**src/sv/y86seq_pkg.sv**
```systemverilog
// shared constants, types and a helper function of the y86 instruction step block
package y86seq_pkg;

  localparam int MEM_BYTES = 1024;
  localparam int AW = $clog2(MEM_BYTES);
  localparam int PW = AW + 1;

  localparam logic [3:0] SP_INDEX = 4'd4;

  localparam logic [1:0] ST_RUN  = 2'd0;
  localparam logic [1:0] ST_HALT = 2'd1;
  localparam logic [1:0] ST_ERR  = 2'd2;

  localparam logic [3:0] I_HALT  = 4'h0;
  localparam logic [3:0] I_NOP   = 4'h1;
  localparam logic [3:0] I_CMOV  = 4'h2;
  localparam logic [3:0] I_IRMOV = 4'h3;
  localparam logic [3:0] I_RMMOV = 4'h4;
  localparam logic [3:0] I_MRMOV = 4'h5;
  localparam logic [3:0] I_OPQ   = 4'h6;
  localparam logic [3:0] I_JXX   = 4'h7;
  localparam logic [3:0] I_CALL  = 4'h8;
  localparam logic [3:0] I_RET   = 4'h9;
  localparam logic [3:0] I_PUSH  = 4'hA;
  localparam logic [3:0] I_POP   = 4'hB;

  typedef struct packed {
    logic       kind;
    logic [9:0] load_address;
    logic [7:0] load_byte;
  } in_t;

  typedef struct packed {
    logic [9:0]         pc;
    logic [1:0]         status;
    logic               zero_flag;
    logic               sign_flag;
    logic               overflow_flag;
    logic               reg_written;
    logic [3:0]         reg_index;
    logic signed [63:0] reg_value;
  } out_t;

  typedef enum logic [2:0] {BS_PC, BS_PC1, BS_PC2, BS_ALU, BS_SP} bsel_e;
  typedef enum logic [1:0] {RS_A, RS_B, RS_SP} rsel_e;
  typedef enum logic {WD_VALA, WD_NEXT} wsel_e;
  typedef enum logic [2:0] {RW_B_VALA, RW_B_IMM, RW_B_ALU, RW_A_DAT, RW_SP_ALU} rwsel_e;
  typedef enum logic [1:0] {PS_NEXT, PS_IMM, PS_DAT} psel_e;

  typedef struct packed {
    logic   clr;
    logic   k_clr;
    logic   k_inc;
    logic   start;
    logic   load_wr;
    logic   base_ld;
    bsel_e  base_sel;
    logic   mem_wr;
    logic   op_ld;
    logic   rb_ld;
    logic   sh_imm;
    logic   sh_dat;
    rsel_e  rf_rsel;
    logic   cap_a;
    logic   cap_b;
    logic   cap_sp;
    logic   alu_go;
    logic   wd_ld;
    wsel_e  wd_sel;
    logic   rf_wr;
    rwsel_e rf_wsel;
    logic   cc_ld;
    logic   pc_ld;
    psel_e  pc_sel;
    logic   halt;
    logic   err;
    logic   out_ld;
  } cmd_t;

  typedef struct packed {
    logic [3:0] icode;
    logic [3:0] len;
    logic       running;
    logic       pc_oob;
    logic       len_bad;
    logic       cond_ok;
    logic       fn_ok;
    logic       ea_bad;
    logic       sp_bad;
    logic       push_bad;
    logic       imm_bad;
    logic       dat_bad;
    logic       k_is0;
    logic       k_is7;
    logic       k_is8;
    logic       clr_done;
  } sts_t;

  function automatic logic [3:0] insn_len(input logic [3:0] icode);
    logic [3:0] n;
    unique case (icode)
      I_HALT, I_NOP, I_RET:           n = 4'd1;
      I_CMOV, I_OPQ, I_PUSH, I_POP:   n = 4'd2;
      I_IRMOV, I_RMMOV, I_MRMOV:      n = 4'd10;
      I_JXX, I_CALL:                  n = 4'd9;
      default:                        n = 4'd0;
    endcase
    return n;
  endfunction

endpackage

```
**src/sv/y86seq_ctrl.sv**
```systemverilog
// sequencer for fetch, operand read, execute and memory access
module y86seq_ctrl (
  input  logic               clk_i,
  input  logic               rst_ni,
  input  logic               in_valid_i,
  input  logic               in_kind_i,
  output logic               in_ready_o,
  output logic               out_valid_o,
  input  logic               out_ready_i,
  input  y86seq_pkg::sts_t   sts_i,
  output y86seq_pkg::cmd_t   cmd_o
);
  import y86seq_pkg::*;

  typedef enum logic [4:0] {
    S_CLR, S_IDLE, S_F0, S_F0W, S_DEC, S_RBW, S_RD, S_RRA, S_RRB, S_RSP, S_RSPW,
    S_ALU, S_EXE, S_WR, S_POST, S_POP2, S_ERR, S_FIN
  } state_e;

  state_e state_q, state_d;
  logic   rd_dat_q, rd_dat_d;
  logic   out_valid_q, out_valid_d;
  cmd_t   c;

  assign in_ready_o  = (state_q == S_IDLE);
  assign out_valid_o = out_valid_q;
  assign cmd_o       = c;

  always_comb begin
    c           = '0;
    state_d     = state_q;
    rd_dat_d    = rd_dat_q;
    out_valid_d = out_valid_q && !out_ready_i;
    unique case (state_q)
      S_CLR: begin
        c.clr   = 1'b1;
        c.k_inc = 1'b1;
        if (sts_i.clr_done) begin
          c.k_clr = 1'b1;
          state_d = S_IDLE;
        end
      end
      S_IDLE: begin
        if (in_valid_i) begin
          c.start    = 1'b1;
          c.k_clr    = 1'b1;
          c.base_ld  = 1'b1;
          c.base_sel = BS_PC;
          if (!in_kind_i) begin
            c.load_wr = 1'b1;
            state_d   = S_FIN;
          end else if (!sts_i.running) begin
            state_d = S_FIN;
          end else if (sts_i.pc_oob) begin
            state_d = S_ERR;
          end else begin
            state_d = S_F0;
          end
        end
      end
      S_F0: begin
        c.k_inc = 1'b1;
        state_d = S_F0W;
      end
      S_F0W: begin
        c.op_ld = 1'b1;
        state_d = S_DEC;
      end
      S_DEC: begin
        priority if (sts_i.len_bad) begin
          state_d = S_ERR;
        end else if (sts_i.len == 4'd1) begin
          state_d = S_RRA;
        end else if (sts_i.len == 4'd9) begin
          c.base_ld  = 1'b1;
          c.base_sel = BS_PC1;
          c.k_clr    = 1'b1;
          rd_dat_d   = 1'b0;
          state_d    = S_RD;
        end else begin
          state_d = S_RBW;
        end
      end
      S_RBW: begin
        c.rb_ld = 1'b1;
        if (sts_i.len == 4'd10) begin
          c.base_ld  = 1'b1;
          c.base_sel = BS_PC2;
          c.k_clr    = 1'b1;
          rd_dat_d   = 1'b0;
          state_d    = S_RD;
        end else begin
          state_d = S_RRA;
        end
      end
      S_RD: begin
        c.k_inc  = 1'b1;
        c.sh_imm = !sts_i.k_is0 && !rd_dat_q;
        c.sh_dat = !sts_i.k_is0 && rd_dat_q;
        if (sts_i.k_is8) begin
          state_d = rd_dat_q ? S_POST : S_RRA;
        end
      end
      S_RRA: begin
        c.rf_rsel = RS_A;
        state_d   = S_RRB;
      end
      S_RRB: begin
        c.rf_rsel = RS_B;
        c.cap_a   = 1'b1;
        state_d   = S_RSP;
      end
      S_RSP: begin
        c.rf_rsel = RS_SP;
        c.cap_b   = 1'b1;
        state_d   = S_RSPW;
      end
      S_RSPW: begin
        c.cap_sp = 1'b1;
        state_d  = S_ALU;
      end
      S_ALU: begin
        c.alu_go = 1'b1;
        state_d  = S_EXE;
      end
      S_EXE: begin
        state_d = S_FIN;
        c.pc_sel = PS_NEXT;
        unique case (sts_i.icode)
          I_HALT: c.halt = 1'b1;
          I_NOP:  c.pc_ld = 1'b1;
          I_CMOV: begin
            c.pc_ld   = 1'b1;
            c.rf_wr   = sts_i.cond_ok;
            c.rf_wsel = RW_B_VALA;
          end
          I_IRMOV: begin
            c.pc_ld   = 1'b1;
            c.rf_wr   = 1'b1;
            c.rf_wsel = RW_B_IMM;
          end
          I_RMMOV: begin
            if (sts_i.ea_bad) begin
              state_d = S_ERR;
            end else begin
              c.pc_ld    = 1'b1;
              c.base_ld  = 1'b1;
              c.base_sel = BS_ALU;
              c.wd_ld    = 1'b1;
              c.wd_sel   = WD_VALA;
              c.k_clr    = 1'b1;
              state_d    = S_WR;
            end
          end
          I_MRMOV: begin
            if (sts_i.ea_bad) begin
              state_d = S_ERR;
            end else begin
              c.pc_ld    = 1'b1;
              c.base_ld  = 1'b1;
              c.base_sel = BS_ALU;
              c.k_clr    = 1'b1;
              rd_dat_d   = 1'b1;
              state_d    = S_RD;
            end
          end
          I_OPQ: begin
            c.pc_ld   = 1'b1;
            c.rf_wr   = sts_i.fn_ok;
            c.cc_ld   = sts_i.fn_ok;
            c.rf_wsel = RW_B_ALU;
          end
          I_JXX: begin
            if (sts_i.cond_ok && sts_i.imm_bad) begin
              state_d = S_ERR;
            end else begin
              c.pc_ld  = 1'b1;
              c.pc_sel = sts_i.cond_ok ? PS_IMM : PS_NEXT;
            end
          end
          I_CALL: begin
            if (sts_i.ea_bad || sts_i.imm_bad) begin
              state_d = S_ERR;
            end else begin
              c.rf_wr    = 1'b1;
              c.rf_wsel  = RW_SP_ALU;
              c.base_ld  = 1'b1;
              c.base_sel = BS_ALU;
              c.wd_ld    = 1'b1;
              c.wd_sel   = WD_NEXT;
              c.pc_ld    = 1'b1;
              c.pc_sel   = PS_IMM;
              c.k_clr    = 1'b1;
              state_d    = S_WR;
            end
          end
          I_RET: begin
            if (sts_i.sp_bad) begin
              state_d = S_ERR;
            end else begin
              c.base_ld  = 1'b1;
              c.base_sel = BS_SP;
              c.k_clr    = 1'b1;
              rd_dat_d   = 1'b1;
              state_d    = S_RD;
            end
          end
          I_PUSH: begin
            if (sts_i.push_bad) begin
              state_d = S_ERR;
            end else begin
              c.rf_wr    = 1'b1;
              c.rf_wsel  = RW_SP_ALU;
              c.base_ld  = 1'b1;
              c.base_sel = BS_ALU;
              c.wd_ld    = 1'b1;
              c.wd_sel   = WD_VALA;
              c.pc_ld    = 1'b1;
              c.k_clr    = 1'b1;
              state_d    = S_WR;
            end
          end
          I_POP: begin
            if (sts_i.sp_bad) begin
              state_d = S_ERR;
            end else begin
              c.pc_ld    = 1'b1;
              c.base_ld  = 1'b1;
              c.base_sel = BS_SP;
              c.k_clr    = 1'b1;
              rd_dat_d   = 1'b1;
              state_d    = S_RD;
            end
          end
          default: state_d = S_ERR;
        endcase
      end
      S_WR: begin
        c.mem_wr = 1'b1;
        c.k_inc  = 1'b1;
        if (sts_i.k_is7) begin
          state_d = S_FIN;
        end
      end
      S_POST: begin
        state_d = S_FIN;
        priority if (sts_i.icode == I_RET) begin
          if (sts_i.dat_bad) begin
            state_d = S_ERR;
          end else begin
            c.rf_wr   = 1'b1;
            c.rf_wsel = RW_SP_ALU;
            c.pc_ld   = 1'b1;
            c.pc_sel  = PS_DAT;
          end
        end else if (sts_i.icode == I_POP) begin
          c.rf_wr   = 1'b1;
          c.rf_wsel = RW_SP_ALU;
          state_d   = S_POP2;
        end else begin
          c.rf_wr   = 1'b1;
          c.rf_wsel = RW_A_DAT;
        end
      end
      S_POP2: begin
        // popped value lands after the stack pointer update
        c.rf_wr   = 1'b1;
        c.rf_wsel = RW_A_DAT;
        state_d   = S_FIN;
      end
      S_ERR: begin
        c.err   = 1'b1;
        state_d = S_FIN;
      end
      S_FIN: begin
        if (!out_valid_q || out_ready_i) begin
          c.out_ld    = 1'b1;
          out_valid_d = 1'b1;
          state_d     = S_IDLE;
        end
      end
      default: state_d = S_CLR;
    endcase
  end

  always_ff @(posedge clk_i or negedge rst_ni) begin
    if (!rst_ni) begin
      state_q     <= S_CLR;
      rd_dat_q    <= 1'b0;
      out_valid_q <= 1'b0;
    end else begin
      state_q     <= state_d;
      rd_dat_q    <= rd_dat_d;
      out_valid_q <= out_valid_d;
    end
  end

  a_rise_from_fin: assert property (@(posedge clk_i) disable iff (!rst_ni)
    $rose(out_valid_q) |-> $past(state_q == S_FIN))
    else $error("result raised outside finish state");

  a_port_conflict: assert property (@(posedge clk_i) disable iff (!rst_ni)
    !(c.mem_wr && (c.load_wr || c.clr)))
    else $error("two writers on the memory port");

  a_valid_hold: assert property (@(posedge clk_i) disable iff (!rst_ni)
    (out_valid_q && !out_ready_i) |=> out_valid_q)
    else $error("result dropped while the receiver stalls");
endmodule

```
**config.mk**
```make
export PLATFORM = sky130hd
export DESIGN_NAME = y86seq_ctrl
export DESIGN_NICKNAME = d
export VERILOG_FILES = /design/src/sv/y86seq_pkg.sv /design/src/sv/y86seq_ctrl.sv
export SDC_FILE = /design/constraint.sdc
export NUM_CORES = 1
export LEC_CHECK = 0
export CORE_AREA = 2 2 61 63
export CTS_BUF_LIST = sky130_fd_sc_hd__clkbuf_4 sky130_fd_sc_hd__clkbuf_8
export DETAILED_ROUTE_END_ITERATION = 10
export DIE_AREA = 0 0 63 65
export DONT_BUFFER_PORTS = 1
export MAX_ROUTING_LAYER = met4
export PLACE_DENSITY_LB_ADDON = 0.05
export SYNTH_ARGS = -nofsm -noshare
export SYNTH_HDL_FRONTEND = slang
export SYNTH_SLANG_ARGS = --single-unit
```
**constraint.sdc**
```tcl
create_clock -name clk_i -period 2 [get_ports clk_i]
set_clock_uncertainty 0.05 [all_clocks]
set_input_delay 0.1 -clock clk_i [delete_from_list [all_inputs] [get_ports clk_i]]
set_output_delay 0.1 -clock clk_i [all_outputs]
set_load 0.05 [all_outputs]
```
==> results of run 1 <==
[layout make-up]
| type | instances | area share |
|---|---|---|
| clock buffers | 4 | 0.0149 |
| inverters | 7 | 0.0131 |
| multi-input cells | 166 | 0.589 |
| flip-flops and latches | 7 | 0.0877 |
| well taps | 48 | 0.0299 |
| repair buffers | 54 | 0.266 |
[sequential cells by signal, summed over array words and instances, names as in the netlist]
signal and flops:
rd_dat_q 1, state_q 5, out_valid_o 1
[metrics by stage]
stage               instances  hold slack [ns]   util  cell area (sq um)  setup TNS, ns
global route              286           0.0187  0.576               2010          -1.56
floorplan                 197           -0.246      -               1400         -0.332
global placement          276           -0.245  0.526               1840              0
detailed placement        276           -0.245  0.526               1840              0
finish                    286           0.0129  0.576               2010         -0.880
CTS                       285           0.0145  0.560               1960         -0.536
[cell usage in the layout, fill, tap and decap left out, drive strengths merged, types with 3 or more instances in the layout]
master   n
o32ai    3
dfrtp    7
or3      4
or3b     3
nor3b    3
nand3    4
and3     3
nor4     4
inv      7
nor2b   11
nor3     8
a211oi   6
o21ai   12
nor4b    3
a21oi    8
nor2    28
buf     52
clkbuf   4
o22ai    3
nand2   17
nand2b   9
[cell families (layout without fill, tap and decap cells)]
logic type             count (synthesis)  in the layout  synth area share
AOI/OAI and AO/OA                     51             51             0.284
and+or+nand+nor                      113            113             0.488
muxes                                  2              2            0.0163
DFF                                    7              7             0.134
buffers and inverters                 24             65            0.0768
[per-layer routing]
layer / wire length [um] / part of all wire / GRT usage / vias up
met2: 2360 / 0.50 / 0.392 / 65
met4: 69 / 0.015 / 0.0778 / 0
met3: 309 / 0.065 / 0.0434 / 10
met1: 2000 / 0.42 / 0.283 / 760
li1: - / - / - / 813
met5: 0 / 0 / - / -
[final timing paths]
path | from | to | slack (ns) | cells past startpoint
max | state_q[3] | cmd_o[27] | -0.18 | 6
min | out_ready_i | out_valid_o | 0.01 | 2
max reg2reg | state_q[3] | rd_dat_q | -0.10 | 8
min reg2reg | rd_dat_q | rd_dat_q | 0.56 | 1
max in group asynchronous | rst_ni | state_q[0] | 1.48 | 1
min in group asynchronous | rst_ni | out_valid_o | 0.13 | 1
[what timing repair did]
item,in CTS,in global routing
hold endpoints to repair,8,0
hold buffers,2,0
setup buffers,3,1
gates resized for setup,13,10
pin swaps,7,7
setup endpoints to repair,10,16
[power by group]
part	leakage [nW]	internal, mW	switching (mW)	total [mW]
clock network	0.0184	0.0899	0.0555	0.145
registers	0.0910	0.199	0.0634	0.262
logic	0.695	0.798	1.13	1.93
==> results.json, run 1 <==
{
  "status": "finished with violations",
  "violations_in_the_final_reports": "setup timing",
  "die_height_um": 65,
  "synth_largest_area_cell": "sky130_fd_sc_hd__dfrtp_1",
  "tritoncts": "done",
  "totalWireLength_mm": 4.73,
  "startpoint_to_endpoint_class_of_the_critical_path": "reg -> out",
  "design.core.area_sq_mm": 0.00350,
  "grt_pass1_wl_mm": 7.48,
  "synth.area.top_cells": "sky130_fd_sc_hd__dfrtp_1 13%, sky130_fd_sc_hd__nor2_1 8.1%, sky130_fd_sc_hd__nor2b_1 5.3%",
  "cts_buffers": 3,
  "antenna_violations_before_repair": 0,
  "cts_max_level": 1,
  "report.final.slew_viol_count": 0,
  "die_wd_um": 63,
  "ys_seq_area_frac": 0.134,
  "syn-cell-area_sq_mm": 0.00130,
  "bufs_and_invs_on_worst_path": 1,
  "track_usage": 0.234,
  "drc_errors": 0,
  "boundaryPins": 62,
  "ff_latch_area_sq_um": 176,
  "yosys_most_used_dff": "sky130_fd_sc_hd__dfrtp_1",
  "crit_arrival_ns": 2.03,
  "postSynth.asyncResetShare": 1.00,
  "vias_per_cell": 5.76,
  "num-nets-final": 266,
  "final_critical_path_setup_slack_ns": -0.177,
  "max_cap_viol_count": 0,
  "max_transition_margin": 0.666,
  "ys.warnings.count": 0,
  "hold_viol": 0,
  "layout_min_cycle_time_ns": 2.18,
  "p_total_mw": 2.34,
  "critPathSlowestCell": "sky130_fd_sc_hd__or3b_4",
  "netlist_top_cells_count": "28 x sky130_fd_sc_hd__nor2_1, 17 x sky130_fd_sc_hd__nand2_1, 11 x sky130_fd_sc_hd__nor2b_1, 11 x sky130_fd_sc_hd__o21ai_0, 10 x sky130_fd_sc_hd__clkbuf_1",
  "multiInputGateArea_sq_mm": 0.00118,
  "rsz_0062_raised_after_global_routing": "yes",
  "floorplan.die_area_sq_mm": 0.00410,
  "max-vdd-ir-drop_uv": 319,
  "p_leak_nw": 0.804,
  "timing.critical_path.required_ns": 1.85,
  "dr.first_iter.drc_count": 80,
  "power_per_cell_area_mw_per_mm2": 1160,
  "clock_tree.root_cell": "sky130_fd_sc_hd__clkbuf_4",
  "pin_slew_with_the_least_headroom_to_its_limit_ns": 0.500,
  "grt-ovfl-total": 0,
  "yosys.area.top_type_share": 0.134,
  "detailed_router_iteration_count_before_antenna_repair": 4,
  "crit_fanout": 3,
  "endpoint_kind": "primary output",
  "synth.lib_cells_used.distinct": 56,
  "worstSkewPairLatency_ns": 0.25,
  "synth_enable_flop_cells": 0,
  "final_min_period_over_clock_period": 1.09,
  "setup_violations": 9,
  "synthMostInstantiatedCell": "sky130_fd_sc_hd__nor2_1",
  "synthCells": 197,
  "effective_utilization_at_floorplan": 0.373,
  "area.growth.synth_to_final_pct": 54.3,
  "clock_sink_count": 7,
  "timing.critical_path.slowest_cell_delay_ns": 0.43,
  "worst_setup_hold_path_clk_slew_ns": 0.06,
  "dp_hpwl_mm": 3.68,
  "syn-num-nets": 224,
  "route.vias.total": 1648,
  "fill_cells": 329,
  "synth-seq-cells": 7,
  "port_buffers": 0,
  "post_synth.cell_area_avg_sq_um": 6.62,
  "antenna_violating_nets_remaining": 0,
  "cpLargestDelayFamily": "simple AND/OR/NAND/NOR gates",
  "hold_path_class": "in -> reg",
  "max_freq_mhz": 459,
  "drive_gt1_frac": 0.378,
  "post_drt_wl_per_cell_um": 16.5,
  "place_worst_setup_slack_ns": 0.00623,
  "gp_congestion": 0.899,
  "floorplan.rows": 22,
  "timing.critical_path.from_type": "flip-flop",
  "sequence_of_cells_on_the_critical_path": "or3b_4 -> or3_4 -> o22ai_2 -> nand3b_1 -> buf_4 -> nand3_4",
  "ctsLongestPathBuffers": 2,
  "antenna-diode-count": 0,
  "grt_start_max_net_pins": 21,
  "first_global_vias": 1578
}
(Power assumes the default switching activity.)
==> run 2, diff against run 1 <==
CAP_MARGIN = 40   (was default)
PLACE_DENSITY_LB_ADDON = default   (was 0.05)
SLEW_MARGIN = 40   (was default)
==> run 2 against run 1 <==
Maximum frequency down 0.13%. The run still ends with setup timing left. Critical path type unchanged. Worst setup slack got worse by 0.0029 ns. Clock-buffer cell count unchanged. Core utilization up 0.36 points. Critical endpoint is now cmd_o[31]. Wire length decreased by 3.8%. Sequential power shrank 8.8%. Die area stayed put. Register-to-register slack better by 0.20 ns. Sequential cell count did not move.
==> results.json, run 2 (synthesized netlist as in run 1, its figures left out) <==
{
  "worst_setup_hold_path_clk_slew_ns": 0.05,
  "p_total_mw": 2.32,
  "boundaryPins": 62,
  "detailed_router_iteration_count_before_antenna_repair": 4,
  "clock_tree.root_cell": "sky130_fd_sc_hd__clkbuf_4",
  "setup_violations": 6,
  "num-nets-final": 271,
  "timing.critical_path.required_ns": 1.85,
  "startpoint_to_endpoint_class_of_the_critical_path": "reg -> out",
  "cts_buffers": 3,
  "rsz_0062_raised_after_global_routing": "yes",
  "route.vias.total": 1709,
  "design_area_sq_mm": 0.00202,
  "finalHoldWorstSlack_ns": 0.0161,
  "max_cap_viol_count": 0,
  "floorplan.rows": 22,
  "place_worst_setup_slack_ns": 0.0183,
  "max-vdd-ir-drop_uv": 357,
  "layout_min_cycle_time_ns": 2.18,
  "first_global_vias": 1611,
  "dp_hpwl_mm": 3.51,
  "timing.critical_path.from_type": "flip-flop",
  "drc_errors": 0,
  "area.growth.synth_to_final_pct": 55.3,
  "pin_slew_with_the_least_headroom_to_its_limit_ns": 0.425,
  "status": "finished with violations",
  "antenna_violations_before_repair": 0,
  "finalNonFillerCells": 291,
  "hold_path_class": "in -> reg",
  "final_cell_mix": "45 x sky130_fd_sc_hd__buf_4, 23 x sky130_fd_sc_hd__nor2_1, 15 x sky130_fd_sc_hd__nand2_1",
  "final_critical_path_setup_slack_ns": -0.180,
  "dr.first_iter.drc_count": 135,
  "grt_pass1_wl_mm": 7.31,
  "grt-ovfl-total": 0,
  "port_buffers": 0,
  "crit_fanout": 3,
  "totalWireLength_mm": 4.56,
  "p_leak_nw": 0.825,
  "hold_viol": 0,
  "design.core.area_sq_mm": 0.00350,
  "worstSkewPairLatency_ns": 0.26,
  "tritoncts": "done",
  "max_flop_register": "state_q",
  "cts_max_level": 1,
  "final_min_period_over_clock_period": 1.09,
  "track_usage": 0.225,
  "max_freq_mhz": 459,
  "post_drt_wl_per_cell_um": 15.7,
  "die_height_um": 65,
  "power_per_cell_area_mw_per_mm2": 1150,
  "die_wd_um": 63,
  "place.detailed.instances": 279,
  "crit_arrival_ns": 2.03,
  "drive_gt1_frac": 0.366,
  "vias_per_cell": 5.87,
  "grt_start_max_net_pins": 21,
  "max_transition_margin": 0.715,
  "antenna_violating_nets_remaining": 0,
  "effective_utilization_at_floorplan": 0.373,
  "clock_sink_count": 7,
  "report.final.slew_viol_count": 0,
  "largest_register_ffs": 5,
  "ctsLongestPathBuffers": 2,
  "final_common_cell": "sky130_fd_sc_hd__buf_4",
  "placedInstanceArea_sq_mm": 0.00186,
  "floorplan.die_area_sq_mm": 0.00410,
  "endpoint_kind": "primary output",
  "violations_in_the_final_reports": "setup timing",
  "antenna-diode-count": 0,
  "gp_congestion": 0.969
}
## run 2: power by group
group,switching [mW],internal [mW]
combinational,1.14,0.785
clock,0.0598,0.0902
sequential,0.0430,0.196
## run 2: final cells by class
| cell class | instances | area [sq um] |
|---|---|---|
| Inverter | 7 | 26.3 |
| Clock buffer | 4 | 30.0 |
| Multi-Input combinational cell | 166 | 1160 |
| Fill cell | 338 | 1470 |
| Tap cell | 48 | 60.1 |
| Timing Repair Buffer | 59 | 571 |
| Sequential cell | 7 | 175 |
## run 2: final timing paths
path | startpoint | end | slack, ns | depth (start not counted)
max in group asynchronous | rst_ni | state_q[2] | 1.55 | 1
min in group asynchronous | rst_ni | rd_dat_q | 0.11 | 1
setup / recovery | state_q[4] | cmd_o[31] | -0.18 | 6
hold reg to reg | state_q[0] | state_q[1] | 0.59 | 2
hold / removal | out_ready_i | out_valid_o | 0.02 | 2
setup reg to reg | state_q[4] | state_q[0] | 0.10 | 6
## run 2: per-layer routing
layer	wire length, um	vias to the layer above	GRT usage
met3	286	11	0.0295
met1	1960	809	0.280
li1	-	822	-
met4	76	0	0.0806
met2	2230	67	0.375
met5	0	-	-
## run 2: repair_timing
action / 4_1_cts / 5_1_grt
resized for setup: 15 / 3
endpoints found under the hold margin: 9 / 0
pin swaps: 7 / 0
hold buffers: 3 / 0
endpoints found under the setup margin: 10 / 11
setup buffers: 3 / 3
## run 2: critical path, cell delays in order (launching register included)
cell and delay [ns]:
sky130_fd_sc_hd__dfrtp_1 0.37, sky130_fd_sc_hd__or3b_4 0.40, sky130_fd_sc_hd__or3_4 0.38, sky130_fd_sc_hd__o22ai_2 0.15, sky130_fd_sc_hd__nand3b_1 0.14, sky130_fd_sc_hd__nand4_1 0.18, sky130_fd_sc_hd__buf_12 0.16
## run 2: metrics by stage
step	setup TNS (ns)	utilization
global placement	0	0.533
finish	-0.512	0.579
CTS	-0.352	0.573
detailed placement	0	0.533
floorplan	-0.332	-
global route	-0.962	0.579
